[config.mk]
export PLATFORM = sky130hd
export DESIGN_NAME = battery_voltage_gauge_core
export DESIGN_NICKNAME = d
export VERILOG_FILES = /design/src/rtl/core/bvg_pkg.sv /design/src/rtl/core/bvg_pct_div.sv /design/src/rtl/core/battery_voltage_gauge_core.sv
export SDC_FILE = /design/constraint.sdc
export NUM_CORES = 1
export LEC_CHECK = 0
export ABC_AREA = 1
export BUFFER_PORTS_ARGS = -buffer_cell sky130_fd_sc_hd__buf_4
export CAP_MARGIN = 15
export CELL_PAD_IN_SITES_DETAIL_PLACEMENT = 0
export CELL_PAD_IN_SITES_GLOBAL_PLACEMENT = 2
export CORE_ASPECT_RATIO = 1.1
export CORE_UTILIZATION = 38
export CTS_CLUSTER_SIZE = 20
export DETAILED_ROUTE_END_ITERATION = 10
export GPL_TIMING_DRIVEN = 1
export PLACE_DENSITY_LB_ADDON = 0.1
export SYNTH_ARGS = -nofsm -noshare
export SYNTH_HDL_FRONTEND = slang
export SYNTH_HIERARCHICAL = 1
export SYNTH_SLANG_ARGS = --single-unit
[constraint.sdc]
create_clock -name aclk -period 6.1 [get_ports aclk]
set_input_delay 0.915 -clock aclk [delete_from_list [all_inputs] [get_ports aclk]]
set_output_delay 0.915 -clock aclk [all_outputs]
set_load 0.05 [all_outputs]
[src/rtl/core/bvg_pkg.sv]
// ----------------------------------------------------------------------------
// bvg_pkg
// Shared widths, constants and register indexes for the battery voltage gauge.
// ----------------------------------------------------------------------------
`default_nettype none

package bvg_pkg;

    localparam int FRAC_BITS_DEF = 8;

    localparam int PIN_W      = 12;
    localparam int RATIO_W    = 16;
    localparam int CELLS_W    = 4;
    localparam int MV_W       = 16;
    localparam int PCT_W      = 7;
    localparam int CFG_IDX_W  = 3;
    localparam int CFG_DATA_W = 16;

    localparam int RATIO_SHIFT = 12;
    localparam int ALPHA_SHIFT = 16;
    localparam int SPAN_MV_W   = 14;

    localparam logic [15:0] ALPHA_KEEP = 16'd62259;
    localparam logic [15:0] ALPHA_NUM  = 16'd3277;
    localparam logic [15:0] RND_HALF   = 16'h8000;

    localparam logic [MV_W-1:0]      EMPTY_CELL_MV = 16'd3200;
    localparam logic [SPAN_MV_W-1:0] CELL_SPAN_MV  = 14'd1000;
    localparam logic [PCT_W-1:0]     PCT_FULL      = 7'd100;
    localparam logic [PCT_W-1:0]     PCT_EMPTY     = 7'd0;
    localparam logic [MV_W-1:0]      MV_MAX        = 16'hFFFF;

    localparam logic [MV_W-1:0]    AVG_RESET_MV      = 16'd12600;
    localparam logic [RATIO_W-1:0] RATIO_RESET       = 16'd16384;
    localparam logic [CELLS_W-1:0] CELLS_RESET       = 4'd3;
    localparam logic [MV_W-1:0]    LOW_THR_RESET     = 16'd10500;
    localparam logic [MV_W-1:0]    CRIT_THR_RESET    = 16'd9900;

    localparam logic [CFG_IDX_W-1:0] REG_DIVIDER_RATIO = 3'd0;
    localparam logic [CFG_IDX_W-1:0] REG_CELL_COUNT    = 3'd1;
    localparam logic [CFG_IDX_W-1:0] REG_LOW_THR       = 3'd2;
    localparam logic [CFG_IDX_W-1:0] REG_CRIT_THR      = 3'd3;

endpackage

`default_nettype wire

[src/rtl/core/bvg_pct_div.sv]
// ----------------------------------------------------------------------------
// bvg_pct_div
// Per-cell charge percent: range check, then a bit-serial restoring divide.
// ----------------------------------------------------------------------------
`default_nettype none

module bvg_pct_div #(
    parameter int FRAC_BITS = bvg_pkg::FRAC_BITS_DEF
) (
    input  wire logic                          aclk,
    input  wire logic                          aresetn,
    input  wire logic                          start,
    input  wire logic [bvg_pkg::CELLS_W-1:0]   cells,
    input  wire logic [bvg_pkg::MV_W+FRAC_BITS-1:0] avg,
    output logic                               done,
    output logic [bvg_pkg::PCT_W-1:0]          pct
);

    localparam int AVG_W  = bvg_pkg::MV_W + FRAC_BITS;
    localparam int SPAN_W = bvg_pkg::SPAN_MV_W + FRAC_BITS;
    localparam int DSH_W  = SPAN_W + bvg_pkg::PCT_W - 1;
    localparam int REM_W  = SPAN_W + bvg_pkg::PCT_W;

    localparam logic [1:0] D_IDLE  = 2'd0;
    localparam logic [1:0] D_CHECK = 2'd1;
    localparam logic [1:0] D_SCALE = 2'd2;
    localparam logic [1:0] D_DIV   = 2'd3;

    logic [1:0]                   state_reg, state_next;
    logic [AVG_W-1:0]             base_reg, base_next;
    logic [SPAN_W-1:0]            span_reg, span_next;
    logic [AVG_W-1:0]             diff_reg, diff_next;
    logic                         above_reg, above_next;
    logic [REM_W-1:0]             rem_reg, rem_next;
    logic [DSH_W-1:0]             dsh_reg, dsh_next;
    logic [bvg_pkg::PCT_W-1:0]    quot_reg, quot_next;
    logic [2:0]                   cnt_reg, cnt_next;
    logic                         done_reg, done_next;
    logic [bvg_pkg::PCT_W-1:0]    pct_reg, pct_next;

    logic [bvg_pkg::CELLS_W-1:0]   cells_eff;
    logic [bvg_pkg::MV_W-1:0]      base_mv;
    logic [bvg_pkg::SPAN_MV_W-1:0] span_mv;
    logic [REM_W-1:0]              diff_ext;
    logic [REM_W-1:0]              dsh_ext;
    logic                          fits;

    assign cells_eff = (cells == '0) ? bvg_pkg::CELLS_W'(1) : cells;
    assign base_mv   = bvg_pkg::MV_W'(cells_eff) * bvg_pkg::EMPTY_CELL_MV;
    assign span_mv   = bvg_pkg::SPAN_MV_W'(cells_eff) * bvg_pkg::CELL_SPAN_MV;
    assign diff_ext  = {{(REM_W-SPAN_W){1'b0}}, diff_reg[SPAN_W-1:0]};
    assign dsh_ext   = {1'b0, dsh_reg};
    assign fits      = rem_reg >= dsh_ext;

    always_comb begin
        state_next = state_reg;
        base_next  = base_reg;
        span_next  = span_reg;
        diff_next  = diff_reg;
        above_next = above_reg;
        rem_next   = rem_reg;
        dsh_next   = dsh_reg;
        quot_next  = quot_reg;
        cnt_next   = cnt_reg;
        done_next  = 1'b0;
        pct_next   = pct_reg;
        case (state_reg)
            D_IDLE: begin
                if (start) begin
                    base_next  = {base_mv, {FRAC_BITS{1'b0}}};
                    span_next  = {span_mv, {FRAC_BITS{1'b0}}};
                    state_next = D_CHECK;
                end
            end
            D_CHECK: begin
                above_next = avg > base_reg;
                diff_next  = avg - base_reg;
                state_next = D_SCALE;
            end
            D_SCALE: begin
                if (!above_reg) begin
                    pct_next   = bvg_pkg::PCT_EMPTY;
                    done_next  = 1'b1;
                    state_next = D_IDLE;
                end else if (diff_reg >= {{(AVG_W-SPAN_W){1'b0}}, span_reg}) begin
                    pct_next   = bvg_pkg::PCT_FULL;
                    done_next  = 1'b1;
                    state_next = D_IDLE;
                end else begin
                    // 100 * d = 64d + 32d + 4d
                    rem_next   = (diff_ext << 6) + (diff_ext << 5) + (diff_ext << 2);
                    dsh_next   = {span_reg, {(bvg_pkg::PCT_W-1){1'b0}}};
                    quot_next  = '0;
                    cnt_next   = 3'(bvg_pkg::PCT_W - 1);
                    state_next = D_DIV;
                end
            end
            D_DIV: begin
                if (fits) begin
                    rem_next = rem_reg - dsh_ext;
                end
                quot_next = {quot_reg[bvg_pkg::PCT_W-2:0], fits};
                dsh_next  = dsh_reg >> 1;
                cnt_next  = cnt_reg - 3'd1;
                if (cnt_reg == '0) begin
                    pct_next   = {quot_reg[bvg_pkg::PCT_W-2:0], fits};
                    done_next  = 1'b1;
                    state_next = D_IDLE;
                end
            end
            default: begin
                state_next = D_IDLE;
            end
        endcase
    end

    always_ff @(posedge aclk) begin
        if (!aresetn) begin
            state_reg <= D_IDLE;
            done_reg  <= 1'b0;
        end else begin
            state_reg <= state_next;
            done_reg  <= done_next;
        end
        base_reg  <= base_next;
        span_reg  <= span_next;
        diff_reg  <= diff_next;
        above_reg <= above_next;
        rem_reg   <= rem_next;
        dsh_reg   <= dsh_next;
        quot_reg  <= quot_next;
        cnt_reg   <= cnt_next;
        pct_reg   <= pct_next;
    end

    assign done = done_reg;
    assign pct  = pct_reg;

endmodule

`default_nettype wire

[src/rtl/core/battery_voltage_gauge_core.sv]
// ----------------------------------------------------------------------------
// battery_voltage_gauge_core
// Pack voltage EMA filter with per-cell charge percent and low/critical flags.
// Steps per input beat: bit-serial pin x ratio multiply, bit-serial EMA
// multiply-accumulate, round, the percent (range check, then a divide when in
// range), output load. One item in flight, so a new beat is taken only after
// the last one's result is loaded; the next beat is taken while a result waits.
// Reset (aresetn, synchronous, active low): average 12600 mV, registers to
// their default values, output empty.
// ----------------------------------------------------------------------------
`default_nettype none

module battery_voltage_gauge_core #(
    parameter int FRAC_BITS = bvg_pkg::FRAC_BITS_DEF
) (
    input  wire logic                              aclk,
    input  wire logic                              aresetn,

    input  wire logic                              cfg_valid,
    output logic                                   cfg_ready,
    input  wire logic [bvg_pkg::CFG_IDX_W-1:0]     cfg_index,
    input  wire logic [bvg_pkg::CFG_DATA_W-1:0]    cfg_data,

    input  wire logic                              s_valid,
    output logic                                   s_ready,
    input  wire logic [bvg_pkg::PIN_W-1:0]         s_pin_mv,

    output logic                                   m_valid,
    input  wire logic                              m_ready,
    output logic [bvg_pkg::MV_W-1:0]               m_filtered_mv,
    output logic [bvg_pkg::PCT_W-1:0]              m_charge_percent,
    output logic                                   m_is_low,
    output logic                                   m_is_critical
);

    localparam int AVG_W  = bvg_pkg::MV_W + FRAC_BITS;
    localparam int PROD_W = bvg_pkg::PIN_W + bvg_pkg::RATIO_W;
    localparam int SH_W   = PROD_W + FRAC_BITS;
    localparam int EMA_W  = AVG_W + bvg_pkg::ALPHA_SHIFT + 1;
    localparam int RND_W  = EMA_W - bvg_pkg::ALPHA_SHIFT;

    localparam logic [AVG_W-1:0] AVG_CAP   = {bvg_pkg::MV_MAX, {FRAC_BITS{1'b0}}};
    localparam logic [AVG_W-1:0] AVG_RESET = {bvg_pkg::AVG_RESET_MV, {FRAC_BITS{1'b0}}};

    localparam logic [2:0] ST_IDLE = 3'd0;
    localparam logic [2:0] ST_MUL  = 3'd1;
    localparam logic [2:0] ST_EMA  = 3'd2;
    localparam logic [2:0] ST_RND  = 3'd3;
    localparam logic [2:0] ST_WAIT = 3'd4;
    localparam logic [2:0] ST_OUT  = 3'd5;

    logic [bvg_pkg::RATIO_W-1:0] divider_ratio_reg;
    logic [bvg_pkg::CELLS_W-1:0] cell_count_reg;
    logic [bvg_pkg::MV_W-1:0]    low_thr_reg;
    logic [bvg_pkg::MV_W-1:0]    crit_thr_reg;

    logic [2:0]                  state_reg, state_next;
    logic [3:0]                  cnt_reg, cnt_next;
    logic [bvg_pkg::PIN_W-1:0]   pin_sh_reg, pin_sh_next;
    logic [PROD_W-1:0]           mul_acc_reg, mul_acc_next;
    logic [EMA_W-1:0]            ema_acc_reg, ema_acc_next;
    logic [AVG_W-1:0]            avg_reg, avg_next;
    logic                        div_start_reg, div_start_next;

    logic                        m_valid_reg, m_valid_next;
    logic [bvg_pkg::MV_W-1:0]    m_filtered_reg, m_filtered_next;
    logic [bvg_pkg::PCT_W-1:0]   m_pct_reg, m_pct_next;
    logic                        m_low_reg, m_low_next;
    logic                        m_crit_reg, m_crit_next;

    logic [SH_W-1:0]             prod_sh;
    logic [AVG_W-1:0]            scaled;
    logic [EMA_W-1:0]            ema_round;
    logic [RND_W-1:0]            avg_new;
    logic [bvg_pkg::MV_W-1:0]    filtered;
    logic                        div_done;
    logic [bvg_pkg::PCT_W-1:0]   div_pct;
    logic                        out_free;

    assign prod_sh   = {mul_acc_reg, {FRAC_BITS{1'b0}}};
    assign scaled    = prod_sh[SH_W-1:bvg_pkg::RATIO_SHIFT];
    assign ema_round = ema_acc_reg + {{(EMA_W-16){1'b0}}, bvg_pkg::RND_HALF};
    assign avg_new   = ema_round[EMA_W-1:bvg_pkg::ALPHA_SHIFT];
    assign filtered  = avg_reg[AVG_W-1:FRAC_BITS];
    assign out_free  = !m_valid_reg || m_ready;

    assign cfg_ready = 1'b1;
    assign s_ready   = (state_reg == ST_IDLE);

    always_ff @(posedge aclk) begin
        if (!aresetn) begin
            divider_ratio_reg <= bvg_pkg::RATIO_RESET;
            cell_count_reg    <= bvg_pkg::CELLS_RESET;
            low_thr_reg       <= bvg_pkg::LOW_THR_RESET;
            crit_thr_reg      <= bvg_pkg::CRIT_THR_RESET;
        end else if (cfg_valid) begin
            case (cfg_index)
                bvg_pkg::REG_DIVIDER_RATIO: divider_ratio_reg <= cfg_data;
                bvg_pkg::REG_CELL_COUNT:    cell_count_reg    <= cfg_data[bvg_pkg::CELLS_W-1:0];
                bvg_pkg::REG_LOW_THR:       low_thr_reg       <= cfg_data;
                bvg_pkg::REG_CRIT_THR:      crit_thr_reg      <= cfg_data;
                default: begin
                end
            endcase
        end
    end

    always_comb begin
        state_next      = state_reg;
        cnt_next        = cnt_reg;
        pin_sh_next     = pin_sh_reg;
        mul_acc_next    = mul_acc_reg;
        ema_acc_next    = ema_acc_reg;
        avg_next        = avg_reg;
        div_start_next  = 1'b0;
        m_valid_next    = m_valid_reg && !m_ready;
        m_filtered_next = m_filtered_reg;
        m_pct_next      = m_pct_reg;
        m_low_next      = m_low_reg;
        m_crit_next     = m_crit_reg;
        case (state_reg)
            ST_IDLE: begin
                if (s_valid) begin
                    pin_sh_next  = s_pin_mv;
                    mul_acc_next = '0;
                    cnt_next     = 4'(bvg_pkg::PIN_W - 1);
                    state_next   = ST_MUL;
                end
            end
            ST_MUL: begin
                mul_acc_next = {mul_acc_reg[PROD_W-2:0], 1'b0}
                             + (pin_sh_reg[bvg_pkg::PIN_W-1]
                                ? {{bvg_pkg::PIN_W{1'b0}}, divider_ratio_reg} : '0);
                pin_sh_next  = {pin_sh_reg[bvg_pkg::PIN_W-2:0], 1'b0};
                cnt_next     = cnt_reg - 4'd1;
                if (cnt_reg == '0) begin
                    ema_acc_next = '0;
                    cnt_next     = 4'(bvg_pkg::ALPHA_SHIFT - 1);
                    state_next   = ST_EMA;
                end
            end
            ST_EMA: begin
                // MSB first over both alpha constants at once
                ema_acc_next = {ema_acc_reg[EMA_W-2:0], 1'b0}
                             + (bvg_pkg::ALPHA_KEEP[cnt_reg]
                                ? {{(EMA_W-AVG_W){1'b0}}, avg_reg} : '0)
                             + (bvg_pkg::ALPHA_NUM[cnt_reg]
                                ? {{(EMA_W-AVG_W){1'b0}}, scaled} : '0);
                cnt_next     = cnt_reg - 4'd1;
                if (cnt_reg == '0) begin
                    state_next = ST_RND;
                end
            end
            ST_RND: begin
                if (avg_new > {1'b0, AVG_CAP}) begin
                    avg_next = AVG_CAP;
                end else begin
                    avg_next = avg_new[AVG_W-1:0];
                end
                div_start_next = 1'b1;
                state_next     = ST_WAIT;
            end
            ST_WAIT: begin
                if (div_done) begin
                    state_next = ST_OUT;
                end
            end
            ST_OUT: begin
                if (out_free) begin
                    m_valid_next    = 1'b1;
                    m_filtered_next = filtered;
                    m_pct_next      = div_pct;
                    m_low_next      = filtered < low_thr_reg;
                    m_crit_next     = filtered < crit_thr_reg;
                    state_next      = ST_IDLE;
                end
            end
            default: begin
                state_next = ST_IDLE;
            end
        endcase
    end

    always_ff @(posedge aclk) begin
        if (!aresetn) begin
            state_reg     <= ST_IDLE;
            avg_reg       <= AVG_RESET;
            div_start_reg <= 1'b0;
            m_valid_reg   <= 1'b0;
        end else begin
            state_reg     <= state_next;
            avg_reg       <= avg_next;
            div_start_reg <= div_start_next;
            m_valid_reg   <= m_valid_next;
        end
        cnt_reg        <= cnt_next;
        pin_sh_reg     <= pin_sh_next;
        mul_acc_reg    <= mul_acc_next;
        ema_acc_reg    <= ema_acc_next;
        m_filtered_reg <= m_filtered_next;
        m_pct_reg      <= m_pct_next;
        m_low_reg      <= m_low_next;
        m_crit_reg     <= m_crit_next;
    end

    bvg_pct_div #(
        .FRAC_BITS (FRAC_BITS)
    ) u_pct_div (
        .aclk    (aclk),
        .aresetn (aresetn),
        .start   (div_start_reg),
        .cells   (cell_count_reg),
        .avg     (avg_reg),
        .done    (div_done),
        .pct     (div_pct)
    );

    assign m_valid          = m_valid_reg;
    assign m_filtered_mv    = m_filtered_reg;
    assign m_charge_percent = m_pct_reg;
    assign m_is_low         = m_low_reg;
    assign m_is_critical    = m_crit_reg;

endmodule

`default_nettype wire

# ---- After elaboration in Yosys (flattened, before gate mapping)
# Memory sizes are Yosys's and may differ from the RTL's. A register that Yosys moved wholly into a read port is not among the register bits.
# Index checks and enable logic that the tools add are counted.
dict set report totals {
  register_bits 312
  mem_bits_ro 32
  in_bits 36
  output_inout_bits 28
  n_memories 2
}
dict set report classes {
  addsub 10
  mul 2
  magnitude_cmp 7
  eq_ne 22
  mux 53
  n_reduce_logical 28
}
# memory words width read_ports rd_clocked_by_memory_dff wr line
set mem_list {}
lappend mem_list {{(name not given)} 16 1 1 1 0 battery_voltage_gauge_core.sv:147} ;# + (bvg_pkg::ALPHA_NUM[cnt_reg]
lappend mem_list {{(name not given)} 16 1 1 1 0 battery_voltage_gauge_core.sv:145} ;# + (bvg_pkg::ALPHA_KEEP[cnt_reg]
# op count
set op_table {}
lappend op_table {{one-hot mux 28 bit (2 select lines)} 2}
lappend op_table {{two-way mux 29 bit} 3}
lappend op_table {{two-way mux 28 bit} 3}
lappend op_table {{adder 41 x 24 -> 41 bit} 2}
lappend op_table {{one-hot mux 41 bit (2 select lines)} 1}
lappend op_table {{two-way mux 24 bit} 3}
lappend op_table {{one-hot mux 29 bit (2 select lines)} 1}
lappend op_table {{adder 41 x 16 -> 41 bit (second input constant)} 1}
lappend op_table {{two-way mux 41 bit} 1}
lappend op_table {{less-than comparator 16 bit} 2}
lappend op_table {{adder 28 x 27 -> 29 bit} 1}
lappend op_table {{adder 29 x 24 -> 29 bit} 1}
lappend op_table {{greater-or-equal comparator 29 x 28 -> 1 bit} 1}
lappend op_table {{subtractor 29 x 28 -> 29 bit} 1}
lappend op_table {{adder 28 x 16 -> 28 bit} 1}
lappend op_table {{> comparator 25 x 24 -> 1 bit (second input constant)} 1}
lappend op_table {{greater-or-equal comparator 24 x 22 -> 1 bit} 1}
lappend op_table {{> comparator 24 bit} 1}
lappend op_table {{one-hot mux 12 bit (2 select lines)} 1}
lappend op_table {{subtractor 24 bit} 1}
lappend op_table {{two-way mux 3 bit} 7}
lappend op_table {{two-way mux 7 bit} 3}
lappend op_table {{two-way mux 4 bit} 5}
lappend op_table {{AND reduction 2 bit} 10}
lappend op_table {{36 further kinds} 68}

# ---- Depth between registers and ports, before layout
# Gate-level depths: netlist of run 1.
dict set report logic_depth {
  ltp_word 6
  mapped_depth 17
}

# ---- Modules after synthesis
# Netlist of run 1, hierarchy kept.
# mod instances cells_each area_each_um2 seq_area_each_um2
set modules_own_cells {}
lappend modules_own_cells {battery_voltage_gauge_core 1 1562 12037.8 4964.8}
lappend modules_own_cells {bvg_pct_div 1 1266 9955.8 3543.4}

# ---- Worst setup path after synthesis of run 1
# Ideal clock, no wire load.
dict set report synth_timing {
  kind {reg2reg}
  from {reg u_pct_div.diff_reg[13]}
  to {reg u_pct_div.cnt_reg[0] (enable)}
  setup_ns 0.483
  arrival_time_ns 3.897
  required_ns 5.617
  path_slack_ns 1.720
  stages_incl_launch_ff 9
  n_path_buf 0
  cell_sequence {edfxtp_1 -> ha_1 -> nand2_1 -> inv_1 -> o21ai_0 -> nand3_1 -> nand2_1 -> nand4_1 -> o21ai_0}
}
dict set report synth_via {
  elab_chain_len 3
}
# element line
set synth_rtl {}
lappend synth_rtl {{start: declaration} bvg_pct_div.sv:32} ;# logic [AVG_W-1:0] diff_reg, diff_next;
lappend synth_rtl {{start signal: assignment} bvg_pct_div.sv:127} ;# diff_reg <= diff_next;
lappend synth_rtl {{greater-or-equal comparator 24 x 22 -> 1 bit} bvg_pct_div.sv:85} ;# end else if (diff_reg >= {{(AVG_W-SPAN_W){1'b0}}, span_reg}) begin
lappend synth_rtl {{inequality test 2 bit (no line)} -}
lappend synth_rtl {{AND reduction 3 bit (no line)} -}
lappend synth_rtl {{end signal: assignment} bvg_pct_div.sv:132} ;# cnt_reg <= cnt_next;
lappend synth_rtl {{end: declaration} bvg_pct_div.sv:37} ;# logic [2:0] cnt_reg, cnt_next;
# No other way between the ends.
# A chain may end at the register's enable or synchronous reset.

==> flow_summary.ini, run 1 <==
[synthesis]
avgSynthCellArea_sq_um = 7.78
syn_nets = 3092
synthAdderAreaFrac_pct = 14.8
synth-edff-count = 226
synth_top_family_by_area = simple AND/OR/NAND/NOR gates
ys_ff_latch = 312
synthSimpleGateAreaFrac_pct = 23.8
netlist_instances = 2828
dominantRegCellSynth = edfxtp_1
synth_compound_area_share_pct = 12.1
ys_seq_area_share_pct = 38.7
synth_area_sq_um = 22000
synth-xor-area-share_pct = 1.43
synthMuxAreaShare_pct = 0.0455
async_flop_share_pct = 0
yosys_warnings = 6
ys_types = 52

[floorplanning]
die-area_sq_um = 58800
die_h_um = 254
core_area_sq_um = 57200
num_io_pins = 64
die_w_um = 231
start_util_pct = 38.4
rows = 92

[worst_setup_path]
critical_path_class = flip-flop to flip-flop
critPathArrivalTime_ps = 4260
end_kind = flip-flop
start_kind = flip-flop
crit_path_max_incr_delay_ps = 960
cp_cell_sequence = nand2_1 > inv_1 > fa_1 > ha_1 > nand2_1 > nand3_1 > o21ai_1 > o21ai_0 > nand2_1 > nand2_1 > nand3_1 > a21boi_0 > nand3_1 > nand2_1 > nor2_1
cp_top_family = flip-flops
crit_path_frequent_cell = nand2_1
cp_data_required_time_ps = 6430
worst-path-max-fanout = 24
crit_slowest_cell = dfxtp_1
worst-path-buf-inv = 1

[route]
wire_per_inst_um = 17.7
vias = 18300
drc_errors = 0
drt_pass1_iterations = 5
drt-initial-drc-count = 1097
finalWirelength_um = 65200
viasPerCell = 4.97
ant_nets = 0

[global_routing]
antenna_found_initial = 0
grt_pass1_wl_um = 101000
grt_pass1_vias = 17700
grt_max_degree = 78
grt.total_usage_pct = 22.2
overflow = 0

[cells_and_area]
syn_to_final_growth_pct = 11.6
fin_area_sq_um = 24500
largest_reg_flops = 41
finalNetCount = 3161
layout-drive-gt1-share_pct = 7.21
num_antenna_cells = 0

[job]
cap_violations = 0

[timing]
fmax_ghz = 0.254
whs_ps = 420
post-route-min-period_ps = 3940
slew_viol_final = 0
rsz0062_at_grt = no
slew-limit-headroom_pct = 34.4
timing_hold_violations_final = 0
tightest_slew_ps = 983
finalSetupViolCount = 0
fin_crit_sh_pct = 64.5
fin_skew_ps = 21.4
setup_tns_ps = 0

[clocking]
cts_tree = yes
postCtsSetupBuffers = 0
cts.clk_slew.worst_paths_ps = 60
clk_latency_ps = 580
ctsHoldBuffers = 0
cts_buffers = 38
cts_num_sinks = 312
clk_path_buf_depth = 3
cts_htree_levels = 2
cts-root-buf = clkbuf_16
ctsResizeCount = 0

[placed_design]
portBuffers = 62
gp_congestion = 0.852
dpl_cell_area_sq_um = 23400
dp_hpwl_um = 51400

[power]
p_clk_share_pct = 31.5
max-vdd-ir-drop_uv = 339
p_switching_w = 0.00256
swShare_pct = 36.8
power_leakage_nw = 11.5
seqPwrFrac_pct = 39.5
cellPowerDensity_nw_per_um2 = 284
p_int_w = 0.00440
p_comb_share_pct = 29.0

[worst_hold_path]
hold_path_class = flip-flop to flip-flop
hold_start = u_pct_div/pct[5]

[status]
outcome = finished clean
-- worst register-to-register path: stages (launching register included) --
cell	delay, ps
dfxtp_1	960
nand2_1	150
inv_1	110
fa_1	430
ha_1	350
nand2_1	80
nand3_1	70
o21ai_1	120
o21ai_0	390
nand2_1	90
nand2_1	150
nand3_1	140
a21boi_0	410
nand3_1	130
nand2_1	80
nor2_1	40
-- cell usage after synthesis, types with 3 or more instances --
cell	instances	share of area (%)
a21boi_0	9	0.31
a21o_1	6	0.20
a21oi_1	229	5.2
a21oi_2	4	0.16
a31oi_1	9	0.26
and2_1	4	0.11
buf_2	4	0.091
clkbuf_1	42	0.72
dfxtp_1	86	7.8
edfxtp_1	226	31
fa_1	54	4.9
ha_1	174	9.9
inv_1	469	8.0
inv_2	5	0.085
nand2_1	667	11
nand2_2	13	0.37
nand3_1	136	3.1
nand3_2	8	0.36
nand3b_1	19	0.65
nand4_1	40	1.1
nor2_1	274	4.7
nor2_2	19	0.54
nor2_4	6	0.31
nor3_1	24	0.55
nor4_1	8	0.23
o211ai_1	10	0.34
o21a_1	13	0.44
o21ai_0	172	3.9
o21ai_1	12	0.27
o21bai_1	10	0.34
o221ai_1	3	0.12
o22ai_1	3	0.085
or2_2	7	0.20
xnor2_1	14	0.56
xor2_1	22	0.88
-- logic make-up (layout without fill, tap and decap cells) --
kind of cell,after synthesis,count (layout)
xor gates and xnor gates,36,36
adders and majority gates,228,228
AOI/OAI and AO/OA,490,490
and+or+nand+nor,1232,1232
muxes,1,1
DFF,312,312
other,1,1
buffers and inverters,528,626
-- metal layers --
| metal | track usage (%) | routed length (um) | up-vias |
|---|---|---|---|
| met2 | 39.3 | 32300 | 296 |
| met5 | 0 | 0 | - |
| met1 | 27.9 | 28700 | 8477 |
| met3 | 2.67 | 2090 | 88 |
| li1 | - | - | 9419 |
| met4 | 7.47 | 2090 | 0 |
-- area by class of cell --
type / instances / area (sq um)
fillers: 5918 / 32700
multi-input cells: 1988 / 11500
flip-flops and latches: 312 / 8510
inverters: 476 / 1790
clock buffers: 56 / 1080
well taps: 752 / 941
repair buffers: 81 / 608
clock inverters: 13 / 97.6
-- power by group through the flow --
stage	logic, W	registers (W)	clock network, W
2_1_floorplan	0.00146	0.00270	0
3_3_place_gp	0.00199	0.00280	0
3_5_place_dp	0.00201	0.00280	0
4_1_cts	0.00202	0.00276	0.00226
5_1_grt	0.00230	0.00278	0.00232
6_report	0.00202	0.00275	0.00219
-- placed cells by master (no fill, tap or decap), types with 5 or more instances in the layout --
master / instances
nand2_2: 15
nor4_1: 8
buf_4: 81
xnor2_1: 14
a21oi_1: 229
inv_2: 5
nand2_1: 665
o211ai_1: 10
o21bai_1: 10
edfxtp_1: 226
a31oi_1: 9
nor2_1: 272
o21a_1: 13
nand3_2: 8
o21ai_1: 12
nand4_1: 40
nor2_2: 21
nor3_1: 22
o21ai_0: 171
xor2_1: 22
or2_2: 7
a21boi_0: 9
fa_1: 54
inv_1: 469
nand3b_1: 19
nor2_4: 6
clkbuf_1: 13
a21o_1: 6
nand3_1: 136
clkbuf_16: 39
ha_1: 174
dfxtp_1: 86
-- through the flow --
stage	total power [W]	util, %	setup slack, ps	instances
after floorplan	0.00416	-	1720	2828
after global placement	0.00479	40.8	2320	3609
final	0.00696	42.9	2160	3678
after detailed placement	0.00482	40.8	2160	3609
after CTS	0.00704	42.9	2150	3678
after global routing	0.00740	42.9	1810	3678
-- worst paths after layout --
path | depth (start not counted) | slack [ps] | endpoint
min reg2reg | 0 | 420 | m_charge_percent[5]
min | 0 | 420 | m_charge_percent[5]
max | 15 | 2160 | ema_acc_reg[39]
max reg2reg | 15 | 2160 | ema_acc_reg[39]
Power figures use the tool's default switching activity.
==> inputs of run 2 (changes only) <==
CORE_UTILIZATION = 35   (was 38)
clock period = 3.5 ns   (was 6.1 ns; I/O delays follow)
==> flow_summary.ini, run 2 (synthesized netlist as in run 1, its figures left out) <==
[route]
viasPerCell = 4.86
ant_nets = 0
finalWirelength_um = 67800
vias = 18500
wire_per_inst_um = 17.9
drt-initial-drc-count = 928
drc_errors = 0
drt_pass1_iterations = 5

[power]
cellPowerDensity_nw_per_um2 = 502
power_leakage_nw = 11.7
max-vdd-ir-drop_uv = 733

[clocking]
cts_buffers = 39
cts_tree = yes
cts-root-buf = clkbuf_16
clk_latency_ps = 580
clk_path_buf_depth = 3
cts_htree_levels = 2
cts.clk_slew.worst_paths_ps = 60
cts_num_sinks = 312

[timing]
fin_skew_ps = 30.2
rsz0062_at_grt = no
setup_tns_ps = 0
slew_viol_final = 0
post-route-min-period_ps = 3210
timing_hold_violations_final = 0
slew-limit-headroom_pct = 27.4
fin_crit_sh_pct = 91.8
finalSetupViolCount = 0
fmax_ghz = 0.311
tightest_slew_ps = 1090

[worst_setup_path]
crit_path_max_incr_delay_ps = 440
critPathArrivalTime_ps = 3500
start_kind = flip-flop
worst-path-max-fanout = 10
end_kind = flip-flop
crit_slowest_cell = dfxtp_2
critical_path_class = flip-flop to flip-flop
cp_data_required_time_ps = 3790
crit_path_frequent_cell = nand2_1
r2r_slack_ps = 290
cp_cell_sequence = buf_4 > nand2_1 > inv_1 > fa_1 > ha_1 > a21oi_1 > o21ai_0 > a21oi_1 > nor2_1 > nor2_1 > nand2_1 > nand2_1 > nand2_1 > o21ai_0 > a21oi_1

[global_routing]
overflow = 0
grt.total_usage_pct = 21.5
grt_pass1_wl_um = 105000
antenna_found_initial = 0
grt_max_degree = 50
grt_pass1_vias = 18200

[placed_design]
gp_congestion = 0.867
dp.cells = 3730
portBuffers = 62
dp_hpwl_um = 54200

[floorplanning]
num_io_pins = 64
die_w_um = 241
die-area_sq_um = 63800
start_util_pct = 35.3
rows = 96
core_area_sq_um = 62200
die_h_um = 265

[cells_and_area]
largest_reg_flops = 41
final_common_cell = nand2_1
finalNonFillerCells = 3800
finalNetCount = 3203
num_antenna_cells = 0
syn_to_final_growth_pct = 13.7
layout_common_cells = nand2_1, inv_1, nor2_1
layout-drive-gt1-share_pct = 8.59

[worst_hold_path]
hold_path_class = input pin to flip-flop

[status]
outcome = finished clean

[job]
cap_violations = 0
==> run 2: cell count changes in the layout (fill, tap and decap cells not counted), sizes merged <==
| cell | delta |
|---|---|
| inv | -7 |
| bufinv | +2 |
| clkinv | +2 |
| clkbuf | +3 |
| buf | +41 |
==> run 2: power by group <==
group	switching [W]	internal, W	leakage, nW	total, W
clock	0.00163	0.00232	0.599	0.00395
sequential	0.000326	0.00441	2.77	0.00473
combinational	0.00259	0.00129	8.36	0.00388
total	0.00454	0.00802	11.7	0.0126
==> run 2: layout make-up <==
| class | instances | area [sq um] |
|---|---|---|
| clock buffer | 59 | 1100 |
| clock inverter | 10 | 123 |
| fill | 6607 | 37200 |
| inverter | 476 | 1790 |
| multi-input combinational | 1988 | 11500 |
| sequential | 312 | 8510 |
| tap | 833 | 1040 |
| timing repair buffer | 122 | 916 |
==> run 2: path summary, 6_finish.rpt <==
| path | startpoint | to | depth (start not counted) |
|---|---|---|---|
| worst min register to register | u_pct_div/pct[4] | m_charge_percent[4] | 0 |
| worst max register to register | flip-flop | ema_acc_reg[32] | 15 |
| worst min-delay path | cfg_data[14] | divider_ratio_reg[14] | 3 |
| worst max-delay path | flip-flop | ema_acc_reg[32] | 15 |
==> run 2: repair_timing <==
action / in CTS / in global routing
hold buffers: 0 / 0
gates resized for setup: 1 / 9
buffers inserted: 0 / 1
endpoints found under the setup margin: 1 / 22
==> run 2: per-layer routing <==
| metal | global-route usage (%) | up-vias | wire length (um) |
|---|---|---|---|
| met2 | 38.4 | 240 | 34400 |
| li1 | - | 9485 | - |
| met5 | 0 | - | 0 |
| met4 | 5.32 | 0 | 1500 |
| met3 | 2.35 | 71 | 1970 |
| met1 | 27.2 | 8655 | 30000 |
==> run 2: worst max-delay path: cells and delay by family, from the launching register on <==
family | cells | cell delay, ps
AO/OA/AOI/OAI | 5 | 830
adder cells (fa/ha/maj) | 2 | 780
buffers and inverters | 2 | 310
flip-flops | 1 | 440
AND/OR/NAND/NOR | 6 | 570
==> run 2: per-stage QoR <==
stage | hold WS [ps] | setup WS, ps | power [W] | area (sq um) | util, %
finish | 188 | 288 | 0.0126 | 25000 | 40.2
global placement | 405 | 85.5 | 0.00867 | 23800 | 38.2
global route | 166 | 7.92 | 0.0134 | 25000 | 40.2
detailed placement | 407 | 37.4 | 0.00869 | 23800 | 38.2
floorplan | 400 | 116 | 0.00724 | 22000 | -
CTS | 148 | 7.58 | 0.0127 | 25000 | 40.2
